### src/sv/utf8_to_ascii_transliterator_macros.svh
// assertion macros for the utf-8 to ascii transliterator
`ifndef UTF8_TO_ASCII_TRANSLITERATOR_MACROS_SVH
`define UTF8_TO_ASCII_TRANSLITERATOR_MACROS_SVH

// property that must hold at every clock edge outside reset
`define U2A_ASSERT_ALWAYS(lbl, expr, msg) \
    lbl: assert property (@(posedge clk) disable iff (!rst_n) (expr)) else $error(msg);

// same-cycle implication
`define U2A_ASSERT_IMPL(lbl, ante, cons, msg) \
    lbl: assert property (@(posedge clk) disable iff (!rst_n) (ante) |-> (cons)) \
        else $error(msg);

// next-cycle implication
`define U2A_ASSERT_NEXT(lbl, ante, cons, msg) \
    lbl: assert property (@(posedge clk) disable iff (!rst_n) (ante) |=> (cons)) \
        else $error(msg);

`endif

### src/sv/u2a_pkg.sv
// types, constants and replacement table for the utf-8 to ascii transliterator
`default_nettype none

package u2a_pkg;

    localparam logic [7:0]  LEAD_C2       = 8'hC2;
    localparam logic [7:0]  LEAD_C3       = 8'hC3;
    localparam logic [7:0]  LEAD_C5       = 8'hC5;
    localparam logic [7:0]  LEAD_E2       = 8'hE2;
    localparam logic [7:0]  MASK_4BYTE    = 8'hF8;
    localparam logic [7:0]  PAT_4BYTE     = 8'hF0;
    localparam logic [7:0]  MASK_3BYTE    = 8'hF0;
    localparam logic [7:0]  PAT_3BYTE     = 8'hE0;
    localparam logic [7:0]  MASK_2BYTE    = 8'hE0;
    localparam logic [7:0]  PAT_2BYTE     = 8'hC0;
    localparam logic [7:0]  ASCII_TOP     = 8'h80;
    localparam logic [6:0]  CHAR_QUESTION = 7'h3F;
    localparam logic [15:0] MAX_CHARS_RST = 16'd511;
    localparam int          BUF_DEPTH     = 4;

    // up to four replacement characters, first one in ch[0]
    typedef struct packed {
        logic [2:0]      len;
        logic [3:0][6:0] ch;
    } rep_t;

    // one result word
    typedef struct packed {
        logic [6:0] ch;
        logic       eot;
        logic       last;
    } res_t;

    function automatic rep_t mk_rep(input logic [2:0] n, input logic [7:0] c0,
                                    input logic [7:0] c1, input logic [7:0] c2,
                                    input logic [7:0] c3);
        rep_t r;
        r.len   = n;
        r.ch[0] = c0[6:0];
        r.ch[1] = c1[6:0];
        r.ch[2] = c2[6:0];
        r.ch[3] = c3[6:0];
        return r;
    endfunction

    function automatic rep_t rep_one(input logic [7:0] c0);
        return mk_rep(3'd1, c0, 8'h00, 8'h00, 8'h00);
    endfunction

    function automatic rep_t rep_two(input logic [7:0] c0, input logic [7:0] c1);
        return mk_rep(3'd2, c0, c1, 8'h00, 8'h00);
    endfunction

    // replacement for a completed sequence; unknown sequences give '?'
    function automatic rep_t rep_lookup(input logic [7:0] lead, input logic [7:0] ff,
                                        input logic [7:0] b);
        rep_t r;
        r = rep_one("?");
        case (lead)
            LEAD_C2:
            begin
                case (b)
                    8'hA0:   r = rep_one(" ");
                    8'hB0:   r = mk_rep(3'd4, " ", "d", "e", "g");
                    8'hB1:   r = mk_rep(3'd3, "+", "/", "-", 8'h00);
                    8'hB7:   r = rep_one("-");
                    default: r = rep_one("?");
                endcase
            end
            LEAD_C3:
            begin
                if (b inside {[8'h80:8'h85]})                    r = rep_one("A");
                else if (b == 8'h86)                              r = rep_two("A", "E");
                else if (b == 8'h87)                              r = rep_one("C");
                else if (b inside {[8'h88:8'h8B]})               r = rep_one("E");
                else if (b inside {[8'h8C:8'h8F]})               r = rep_one("I");
                else if (b == 8'h91)                              r = rep_one("N");
                else if (b inside {[8'h92:8'h96], 8'h98})        r = rep_one("O");
                else if (b inside {[8'h99:8'h9C]})               r = rep_one("U");
                else if (b == 8'h9D)                              r = rep_one("Y");
                else if (b == 8'h9F)                              r = rep_two("s", "s");
                else if (b inside {[8'hA0:8'hA5]})               r = rep_one("a");
                else if (b == 8'hA6)                              r = rep_two("a", "e");
                else if (b == 8'hA7)                              r = rep_one("c");
                else if (b inside {[8'hA8:8'hAB]})               r = rep_one("e");
                else if (b inside {[8'hAC:8'hAF]})               r = rep_one("i");
                else if (b == 8'hB1)                              r = rep_one("n");
                else if (b inside {[8'hB2:8'hB6], 8'hB8})        r = rep_one("o");
                else if (b inside {[8'hB9:8'hBC]})               r = rep_one("u");
                else if (b inside {8'hBD, 8'hBF})                r = rep_one("y");
                else                                              r = rep_one("?");
            end
            LEAD_C5:
            begin
                case (b)
                    8'h92:   r = rep_two("O", "E");
                    8'h93:   r = rep_two("o", "e");
                    default: r = rep_one("?");
                endcase
            end
            LEAD_E2:
            begin
                if (ff == 8'h80)
                begin
                    if (b inside {[8'h90:8'h94], 8'hA2}) r = rep_one("-");
                    else if (b inside {8'h98, 8'h99})    r = rep_one("'");
                    else if (b inside {8'h9C, 8'h9D})    r = rep_one("\"");
                    else if (b == 8'hA6)                  r = mk_rep(3'd3, ".", ".", ".", 8'h00);
                    else                                  r = rep_one("?");
                end
                else if (ff == 8'h86)
                begin
                    if (b == 8'h90)      r = rep_two("<", "-");
                    else if (b == 8'h92) r = rep_two("-", ">");
                    else                 r = rep_one("?");
                end
                else if (ff == 8'h9A && b == 8'hA0) r = rep_one("!");
                else if (ff == 8'h9C && b == 8'h93) r = rep_two("O", "K");
                else                                 r = rep_one("?");
            end
            default: r = rep_one("?");
        endcase
        return r;
    endfunction

endpackage

`default_nettype wire

### src/sv/utf8_to_ascii_transliterator.sv
// utf-8 to ascii transliterator top level
// path: result words go through the four-entry result buffer into the output register
// throughput: one byte per cycle while each byte yields at most one word and the
//   output is not stalled; a byte yielding more words (up to four) holds the input
//   until the result buffer, which drains one word per cycle, holds its last word
// reset: rst_n clears the parser state, the character count, the buffer and the
//   output valid, and sets max_chars to 511; no clearing pass is needed
`default_nettype none

`include "utf8_to_ascii_transliterator_macros.svh"

module utf8_to_ascii_transliterator (
    input  wire logic        clk,
    input  wire logic        rst_n,
    // configuration write channel
    input  wire logic        cfg_valid,
    output logic             cfg_ready,
    input  wire logic [15:0] cfg_data,       // max_chars
    // input byte stream
    input  wire logic        s_axis_tvalid,
    output logic             s_axis_tready,
    input  wire logic [7:0]  s_axis_tdata,   // text_byte
    // output character stream
    output logic             m_axis_tvalid,
    input  wire logic        m_axis_tready,
    output logic [7:0]       m_axis_tdata,   // out_char[6:0], zero pad [7]
    output logic [0:0]       m_axis_tuser,   // end_of_text
    output logic             m_axis_tlast    // last_of_run
);
    import u2a_pkg::*;

    logic [15:0]            max_chars_reg;
    logic [7:0]             lead_reg, lead_next;
    logic [7:0]             ff_reg, ff_next;
    logic [1:0]             bytes_left_reg, bytes_left_next;
    logic [15:0]            chars_written_reg, chars_written_next;
    logic [2:0]             buf_cnt_reg, buf_cnt_next;
    res_t [BUF_DEPTH-1:0]   buf_reg, buf_next;
    logic                   out_valid_reg, out_valid_next;
    res_t                   out_reg, out_next;

    logic                   pop;
    logic                   accept;
    logic [7:0]             b;
    rep_t                   rep;
    logic [15:0]            room;
    logic [2:0]             keep;
    res_t [BUF_DEPTH-1:0]   ent_new;
    logic [2:0]             cnt_new;
    logic                   cut_q;

    assign cfg_ready     = 1'b1;
    assign pop           = (buf_cnt_reg != 3'd0) && (!out_valid_reg || m_axis_tready);
    assign s_axis_tready = (buf_cnt_reg == 3'd0) || ((buf_cnt_reg == 3'd1) && pop);
    assign accept        = s_axis_tvalid && s_axis_tready;
    assign b             = s_axis_tdata;
    assign room          = (chars_written_reg < max_chars_reg) ?
                           (max_chars_reg - chars_written_reg) : 16'd0;

    // parse one byte
    always_comb
    begin
        lead_next       = lead_reg;
        ff_next         = ff_reg;
        bytes_left_next = bytes_left_reg;
        rep             = mk_rep(3'd0, 8'h00, 8'h00, 8'h00, 8'h00);
        if (b == 8'h00)
        begin
            lead_next       = 8'h00;
            ff_next         = 8'h00;
            bytes_left_next = 2'd0;
        end
        else if (bytes_left_reg == 2'd0)
        begin
            if (b < ASCII_TOP)
            begin
                rep = rep_one(b);
            end
            else if (b inside {LEAD_C2, LEAD_C3, LEAD_C5})
            begin
                lead_next       = b;
                bytes_left_next = 2'd1;
            end
            else if (b == LEAD_E2)
            begin
                lead_next       = b;
                bytes_left_next = 2'd2;
            end
            else if ((b & MASK_4BYTE) == PAT_4BYTE)
            begin
                lead_next       = b;
                bytes_left_next = 2'd3;
            end
            else if ((b & MASK_3BYTE) == PAT_3BYTE)
            begin
                lead_next       = b;
                bytes_left_next = 2'd2;
            end
            else if ((b & MASK_2BYTE) == PAT_2BYTE)
            begin
                lead_next       = b;
                bytes_left_next = 2'd1;
            end
            else
            begin
                rep = rep_one("?");
            end
        end
        else
        begin
            bytes_left_next = bytes_left_reg - 2'd1;
            if (bytes_left_next != 2'd0)
            begin
                if (lead_reg == LEAD_E2 && bytes_left_next == 2'd1)
                begin
                    ff_next = b;
                end
            end
            else
            begin
                rep       = rep_lookup(lead_reg, ff_reg, b);
                lead_next = 8'h00;
                ff_next   = 8'h00;
            end
        end
    end

    // apply the character limit and build the result words
    always_comb
    begin
        keep  = (room >= 16'(rep.len)) ? rep.len : room[2:0];
        cut_q = (bytes_left_reg != 2'd0) && (room != 16'd0);
        for (int i = 0; i < BUF_DEPTH; i++)
        begin
            ent_new[i].ch   = rep.ch[i];
            ent_new[i].eot  = 1'b0;
            ent_new[i].last = (3'(i) + 3'd1 == keep);
        end
        if (b == 8'h00)
        begin
            ent_new[0].ch   = cut_q ? CHAR_QUESTION : 7'h00;
            ent_new[0].eot  = !cut_q;
            ent_new[0].last = !cut_q;
            ent_new[1].ch   = 7'h00;
            ent_new[1].eot  = 1'b1;
            ent_new[1].last = 1'b1;
            cnt_new            = cut_q ? 3'd2 : 3'd1;
            chars_written_next = 16'd0;
        end
        else
        begin
            cnt_new            = keep;
            chars_written_next = chars_written_reg + 16'(keep);
        end
    end

    // buffer and output register
    always_comb
    begin
        buf_cnt_next   = buf_cnt_reg;
        buf_next       = buf_reg;
        out_valid_next = out_valid_reg;
        out_next       = out_reg;
        if (pop)
        begin
            out_valid_next = 1'b1;
            out_next       = buf_reg[0];
            buf_cnt_next   = buf_cnt_reg - 3'd1;
            for (int i = 0; i < BUF_DEPTH - 1; i++)
            begin
                buf_next[i] = buf_reg[i+1];
            end
        end
        else if (m_axis_tready)
        begin
            out_valid_next = 1'b0;
        end
        if (accept)
        begin
            buf_next     = ent_new;
            buf_cnt_next = cnt_new;
        end
    end

    always_ff @(posedge clk or negedge rst_n)
    begin
        if (!rst_n)
        begin
            max_chars_reg     <= MAX_CHARS_RST;
            lead_reg          <= 8'h00;
            ff_reg            <= 8'h00;
            bytes_left_reg    <= 2'd0;
            chars_written_reg <= 16'd0;
            buf_cnt_reg       <= 3'd0;
            out_valid_reg     <= 1'b0;
        end
        else
        begin
            if (cfg_valid && cfg_ready)
            begin
                max_chars_reg <= cfg_data;
            end
            if (accept)
            begin
                lead_reg          <= lead_next;
                ff_reg            <= ff_next;
                bytes_left_reg    <= bytes_left_next;
                chars_written_reg <= chars_written_next;
            end
            buf_cnt_reg   <= buf_cnt_next;
            out_valid_reg <= out_valid_next;
        end
    end

    always_ff @(posedge clk)
    begin
        buf_reg <= buf_next;
        out_reg <= out_next;
    end

    assign m_axis_tvalid   = out_valid_reg;
    assign m_axis_tdata    = {1'b0, out_reg.ch};
    assign m_axis_tuser[0] = out_reg.eot;
    assign m_axis_tlast    = out_reg.last;

    `U2A_ASSERT_ALWAYS(a_buf_depth, buf_cnt_reg <= 3'(BUF_DEPTH), "buffer count overflow")
    `U2A_ASSERT_IMPL(a_ready_room, s_axis_tready, buf_cnt_reg <= 3'd1,
        "input ready while buffer holds more than one word")
    `U2A_ASSERT_IMPL(a_eot_last, m_axis_tvalid && m_axis_tuser[0],
        m_axis_tlast && (m_axis_tdata == 8'h00), "terminator word not closing its run")
    `U2A_ASSERT_NEXT(a_term_clears, s_axis_tvalid && s_axis_tready && (s_axis_tdata == 8'h00),
        (bytes_left_reg == 2'd0) && (chars_written_reg == 16'd0) && (lead_reg == 8'h00),
        "terminator did not clear parser state")

endmodule

`default_nettype wire
### config.mk
export PLATFORM = sky130hd
export DESIGN_NAME = utf8_to_ascii_transliterator
export DESIGN_NICKNAME = d
export VERILOG_FILES = /design/src/sv/u2a_pkg.sv /design/src/sv/utf8_to_ascii_transliterator.sv
export VERILOG_INCLUDE_DIRS = /design/src /design/src/sv
export SDC_FILE = /design/constraint.sdc
export NUM_CORES = 1
export LEC_CHECK = 0
export BUFFER_PORTS_ARGS = -buffer_cell sky130_fd_sc_hd__buf_2
export CAP_MARGIN = 0
export CORE_AREA = 2 2 151 79
export CTS_BUF_LIST = sky130_fd_sc_hd__clkbuf_8
export DETAILED_ROUTE_END_ITERATION = 12
export DIE_AREA = 0 0 153 81
export HOLD_SLACK_MARGIN = 0.15
export PLACE_DENSITY_LB_ADDON = 0.15
export SLEW_MARGIN = 25
export SYNTH_ARGS = -nofsm -noshare
export SYNTH_HDL_FRONTEND = slang
export SYNTH_SLANG_ARGS = --single-unit
### constraint.sdc
create_clock -name clk -period 6.6 [get_ports clk]
set_input_delay 1.98 -clock clk [delete_from_list [all_inputs] [get_ports clk]]
set_output_delay 1.98 -clock clk [all_outputs]
set_load 0.02 [all_outputs]
; ---- After elaboration in Yosys (flattened, before gate mapping)
; Index checks and enable logic that the tools add are counted.
[totals]
register_bits = 97
inputBits = 29
wordCells = 212
[op_classes]
add_sub_neg = 4
order_cmp = 25
eq_ne = 47
muxes = 75
reduce_logical = 41
[ops]
columns = operator, n
row1 = $mux W30, 20
row2 = $eq A8 B8 Y1 const B, 33
row3 = $pmux W31 S4, 2
row4 = $mux W29, 6
row5 = $mux W31, 5
row6 = $mux W8, 13
row7 = $ge A8 B8 Y1 const B, 11
row8 = $le A8 B8 Y1 const B, 11
row9 = $pmux W30 S2, 1
row10 = $mux W27, 2
row11 = $mux W7, 7
row12 = $mux W16, 2
row13 = $reduce_bool A2 Y1, 10
row14 = $logic_and A1 B1 Y1, 18
row15 = $mux W18, 1
row16 = $mux W2, 9
row17 = $add A16 B3 Y16, 1
row18 = $ge A16 B3 Y1, 1
row19 = $lt A16 B16 Y1, 1
row20 = $reduce_bool A16 Y1, 1
row21 = $sub A16 B16 Y16, 1
row22 = $mux W3, 4
row23 = $logic_not A8 Y1, 1
row24 = $lt A8 B8 Y1 const B, 1
row25 = 23 further kinds, 30

; ---- Depth between registers and ports, before layout
[logic_depth]
ltp_word = 30
mapped_depth = 25
depth_no_buf = 24

; ---- Least setup slack after synthesis
; OpenSTA, ideal clock, no wires.
[synth_timing]
path_type = input -> register
from = in s_axis_tdata[2]
to = reg chars_written_reg[10]
setup_ns = 0.132
arrival_ns = 5.970
required_ns = 6.468
setup_slack_ns = 0.499
stages = 21
cell_sequence = buf_6 > or2_4 > nand2b_4 > nor4_4 > o311ai_1 > o31a_1 > ha_1 > nand2b_1 > a21o_1 > a21oi_1 > and4b_1 > or3_4 > ha_1 > inv_1 > fa_1 > inv_1 > a21oi_1 > nor3_1 > nand3_1 > xnor2_1 > nor2_1
[synth_between]
elab_chain_len = 21
word_cells_on_any_way = 86
classes_between = add/sub (1) / order compare (16) / eq/ne (21) / mux (33) / reduce/logical (15)
[synth_rtl]
columns = element, line_no
row1 = "start, declared", utf8_to_ascii_transliterator.sv:22  ; input wire logic [7:0] s_axis_tdata,
row2 = $ge A8 B8 Y1 (tied with other cells), u2a_pkg.sv:82  ; else if (b inside {[8'hA0:8'hA5]}) r = rep_one("a");
row3 = $logic_and A1 B1 Y1 or $mux W30 (tied branches), "u2a_pkg.sv:82, u2a_pkg.sv:83"
row4 = $mux W30, u2a_pkg.sv:82
row5 = $mux W30, u2a_pkg.sv:81  ; else if (b == 8'h9F) r = rep_two("s", "s");
row6 = $mux W30, u2a_pkg.sv:80  ; else if (b == 8'h9D) r = rep_one("Y");
row7 = $mux W30, u2a_pkg.sv:79  ; else if (b inside {[8'h99:8'h9C]}) r = rep_one("U");
row8 = $mux W30, u2a_pkg.sv:78  ; else if (b inside {[8'h92:8'h96], 8'h98}) r = rep_one("O");
row9 = $mux W30, u2a_pkg.sv:77  ; else if (b == 8'h91) r = rep_one("N");
row10 = (+5 left out), --
row11 = $pmux W31 S4, u2a_pkg.sv:59  ; case (lead)
row12 = $mux W31, utf8_to_ascii_transliterator.sv:112  ; if (bytes_left_next != 2'd0)
row13 = $mux W31, utf8_to_ascii_transliterator.sv:73  ; else if (bytes_left_reg == 2'd0)
row14 = $mux W31, utf8_to_ascii_transliterator.sv:67  ; if (b == 8'h00)
row15 = $ge A16 B3 Y1, utf8_to_ascii_transliterator.sv:131  ; keep = (room >= 16'(rep.len)) ? rep.len : room[2:0];
row16 = $mux W3, utf8_to_ascii_transliterator.sv:131
row17 = $add A16 B3 Y16, utf8_to_ascii_transliterator.sv:153  ; chars_written_next = chars_written_reg + 16'(keep);
row18 = $mux W16 *, utf8_to_ascii_transliterator.sv:139  ; if (b == 8'h00)
row19 = "end signal, assigned", utf8_to_ascii_transliterator.sv:208  ; chars_written_reg <= chars_written_next;
row20 = "end, declared", utf8_to_ascii_transliterator.sv:36  ; logic [15:0] chars_written_reg, chars_written_next;
; Mark *: on every way between the ends. The rest lies on a longest branch, timed or not.
; A chain may end at the register's enable or synchronous reset.

; ---- Worst setup path after layout
[layout_timing]
from = in s_axis_tdata[4]
to = reg chars_written_reg[10]
; The elaborated chain is that of the path after synthesis.

==> metrics.txt <==
status finished clean; RSZ-0062 raised after global routing no; CP arrival 6.40 ns; share of the synthesized area in the top cell type 0.173; post-CTS sizing 0; post-route ant nets 0; vias in the first global route 5607; prevailing post-synth register cell dfrtp_1; ys async rst share 0.607; CTS Buffer Depth 2; Mapped Nets 806; Hold Buf Count CTS 0; DR iter-0 viols 830; IO Count 42; Hold Crit Class reg -> reg; largest family of logic cells by synthesized area simple AND/OR/NAND/NOR gates; M2 GR Usage 0.444; Final Non-Filler Cells 951; Die Y-Extent 81 um; residual DRC count 0; setup tns final 0 ns; leading area contributor after synthesis dfrtp_1; Worst-Margin Slew 0.993 ns; Fillers 948; DIE AREA 12400 um2; adder-cell area share of the yosys netlist 0.0543; hold slack 0.427 ns; CTS Sinks 89; CTS buffer count 9; P per Cell Area 330 nW/um2; Yosys reg bits 89; H-tree depth 3; Post-Syn Area 6500 um2; Compound-Gate Fraction of Synth Area 0.201; CP Max Fanout 9; Final setup violation count 0; final clock skew 0.0159 ns; Core Rows 28; largest net degree at the start of global routing 55; Leak 2.93 nW; area of the multi-input gates 3720 um2; vias per cell 6.54; Pre-antenna DRT Iters 6; Final Hold Fails 0; Final period util 0.934; Max Slew Vio Count 0; Post-Synth Simple-Gate Area 0.254; Crit Path Class in -> reg; diode count 0; Crit path max-delay family simple AND/OR/NAND/NOR gates; GR Util All Layers 0.346; final total power 0.00237 W; Mapped Cells 750; core area 11300 um2; maxcap violations 0; crit start category primary input; VDD IR max 0.160 mV; post-synthesis sequential area ratio 0.372; xor-xnor portion of the synthesized cell area 0.0283; met3 usage 0.113; max reg flops 26; Cell variety after synth 87; CP cell instances buf_2 > or3b_2 > nor4b_1 > nor2_1 > a222oi_1 > a31o_2 > ha_1 > a21o_1 > a21oi_1 > buf_4 > and4b_1 > or3_4 > ha_1 > inv_1 > fa_1 > inv_1 > a21oi_1 > nor3_1 > buf_4 > nand3_1 > xnor2_1 > nor2_1; CTS root buffer clkbuf_8; Synth-to-Final Area Change 10.5%; Largest stage delay, worst path 0.53 ns; CTS tree done; Yosys warning count 0; multiplexer share of the synthesized area 0.0326; Net count, final 852; Die Wd 153 um; Max Fclk 162 MHz; Syn Area/Cell 8.66 um2; fin crit period 6.16 ns; synth top area cells dfrtp_1 (17%), edfxtp_1 (16%), ha_1 (4.8%), nand2_1 (4.2%), nor2_1 (4.2%); Routed WL 20.9 mm; CP required 6.84 ns; GRT Max-Usage Layer met1; initial antenna violation count 1; post-CTS setup buffers 0; Buf/Inv on CP 5; FF+latch area 2410 um2; global-route wire length before repair 32.4 mm; WL per Instance 22.0 um; DP Wirelength 16.3 mm; M1 GR Usage 0.551; GP Congestion 1.00; Worst-path clk slew 0.10 ns; total grt overflow 0; Initial Util 0.574; slowest CP cell or3b_2; final core occ 0.634; Clk Latency, worst-skew pair 0.38 ns; layout cell share with drive strength beyond 1 0.180; CP Capture Type flip-flop; Slew HR 0.321; placed insts 935; Post-synth EDFFs 35; # port buffers 39; routed via count 6224
[layout make-up]
class / count / area share
multi-input combinational: 572 / 0.519
sequential: 89 / 0.336
timing repair buffer: 81 / 0.0711
tap: 150 / 0.0262
inverter: 43 / 0.0225
clock buffer: 9 / 0.0173
clock inverter: 7 / 0.00750
[worst reg2reg max path: stages (launching register included)]
cell and delay, ns:
dfstp_2 0.37, inv_1 0.09, ha_1 0.20, inv_1 0.07, fa_1 0.44, a211oi_1 0.50, o21ai_1 0.29, nand2_1 0.20
o221a_1 0.30, or2_1 0.33, nor2_1 0.08, ha_1 0.27, a21o_1 0.15, a21oi_1 0.13, buf_4 0.15, and4b_1 0.21
or3_4 0.13, ha_1 0.17, inv_1 0.06, fa_1 0.39, inv_1 0.07, a21oi_1 0.06, nor3_1 0.14, buf_4 0.19
nand3_1 0.11, xnor2_1 0.15, nor2_1 0.06
[cells in the mapped netlist, types with 8 or more instances]
library cell / instances
o21a_1: 8
dfstp_2: 9
dfrtp_1: 45
ha_1: 25
nand4_1: 13
nand2b_1: 13
xnor2_1: 16
nand2_1: 73
inv_1: 42
o21ai_0: 45
a21oi_1: 42
edfxtp_1: 35
clkbuf_1: 32
a21o_1: 11
nor2_1: 72
nand3_1: 39
mux2_2: 16
nor3_1: 25
nor4_1: 13
[routing by layer]
layer / part of all wire / vias up / routed length [um]
met5: 0.00062 / - / 13
met4: 0.011 / 2 / 235
met3: 0.13 / 32 / 2670
met2: 0.37 / 378 / 7730
met1: 0.49 / 2965 / 10200
li1: - / 2847 / -
[final timing paths]
kind	startpoint	endpoint	slack (ns)	cells after the start
worst max-delay path	s_axis_tdata[4]	chars_written_reg[10]	0.44	22
worst min-delay path	buf_reg[7]	m_axis_tdata[5]	0.43	0
worst max register to register	max_chars_reg[0]	chars_written_reg[10]	1.14	26
worst min register to register	buf_reg[7]	m_axis_tdata[5]	0.43	0
max in group asynchronous	rst_n	buf_cnt_reg[1]	4.41	2
min in group asynchronous	rst_n	chars_written_reg[10]	1.71	2
[per-stage QoR]
step	worst slack, ns	instance area (um2)
5_1_grt	0.239	7180
6_report	0.437	7180
2_1_floorplan	0.499	6500
3_5_place_dp	0.248	6990
4_1_cts	0.613	7170
3_3_place_gp	0.348	6980
[report_power, final]
part / switching, W / leakage (nW) / internal [W]
registers: 0.000118 / 0.968 / 0.000821
clock network: 0.000221 / 0.0896 / 0.000141
logic: 0.000660 / 1.87 / 0.000406
total: 0.000999 / 2.93 / 0.00137
[cells in the final DEF (no fill, tap or decap), types with 6 or more instances in the layout]
| master | count |
|---|---|
| and3_1 | 7 |
| o21a_1 | 8 |
| nor2b_1 | 6 |
| buf_4 | 42 |
| nand3_1 | 39 |
| o21ai_0 | 45 |
| nor3b_1 | 6 |
| a41oi_1 | 6 |
| nand2b_1 | 12 |
| nor3_1 | 25 |
| dfstp_2 | 9 |
| xnor2_1 | 16 |
| clkbuf_8 | 9 |
| nor2_1 | 71 |
| inv_1 | 42 |
| buf_2 | 39 |
| or2_1 | 6 |
| nand2_1 | 73 |
| nor4_1 | 13 |
| ha_1 | 25 |
| a21o_1 | 11 |
| o221ai_1 | 7 |
| a21oi_1 | 41 |
| or3_1 | 6 |
| edfxtp_1 | 35 |
| a22o_1 | 6 |
| dfrtp_1 | 45 |
| a211oi_1 | 6 |
| nand4_1 | 13 |
| mux2_2 | 16 |
[cell families (layout without fill, tap and decap cells)]
kind of cell / Yosys count / count (layout)
simple gates: 312 / 312
compound gates: 191 / 191
flops: 89 / 89
buf+inv: 89 / 140
fa+ha+maj: 27 / 27
xor+xnor: 21 / 21
mux: 19 / 19
other cells: 2 / 2
No activity file was read; power rests on OpenSTA's default activity.
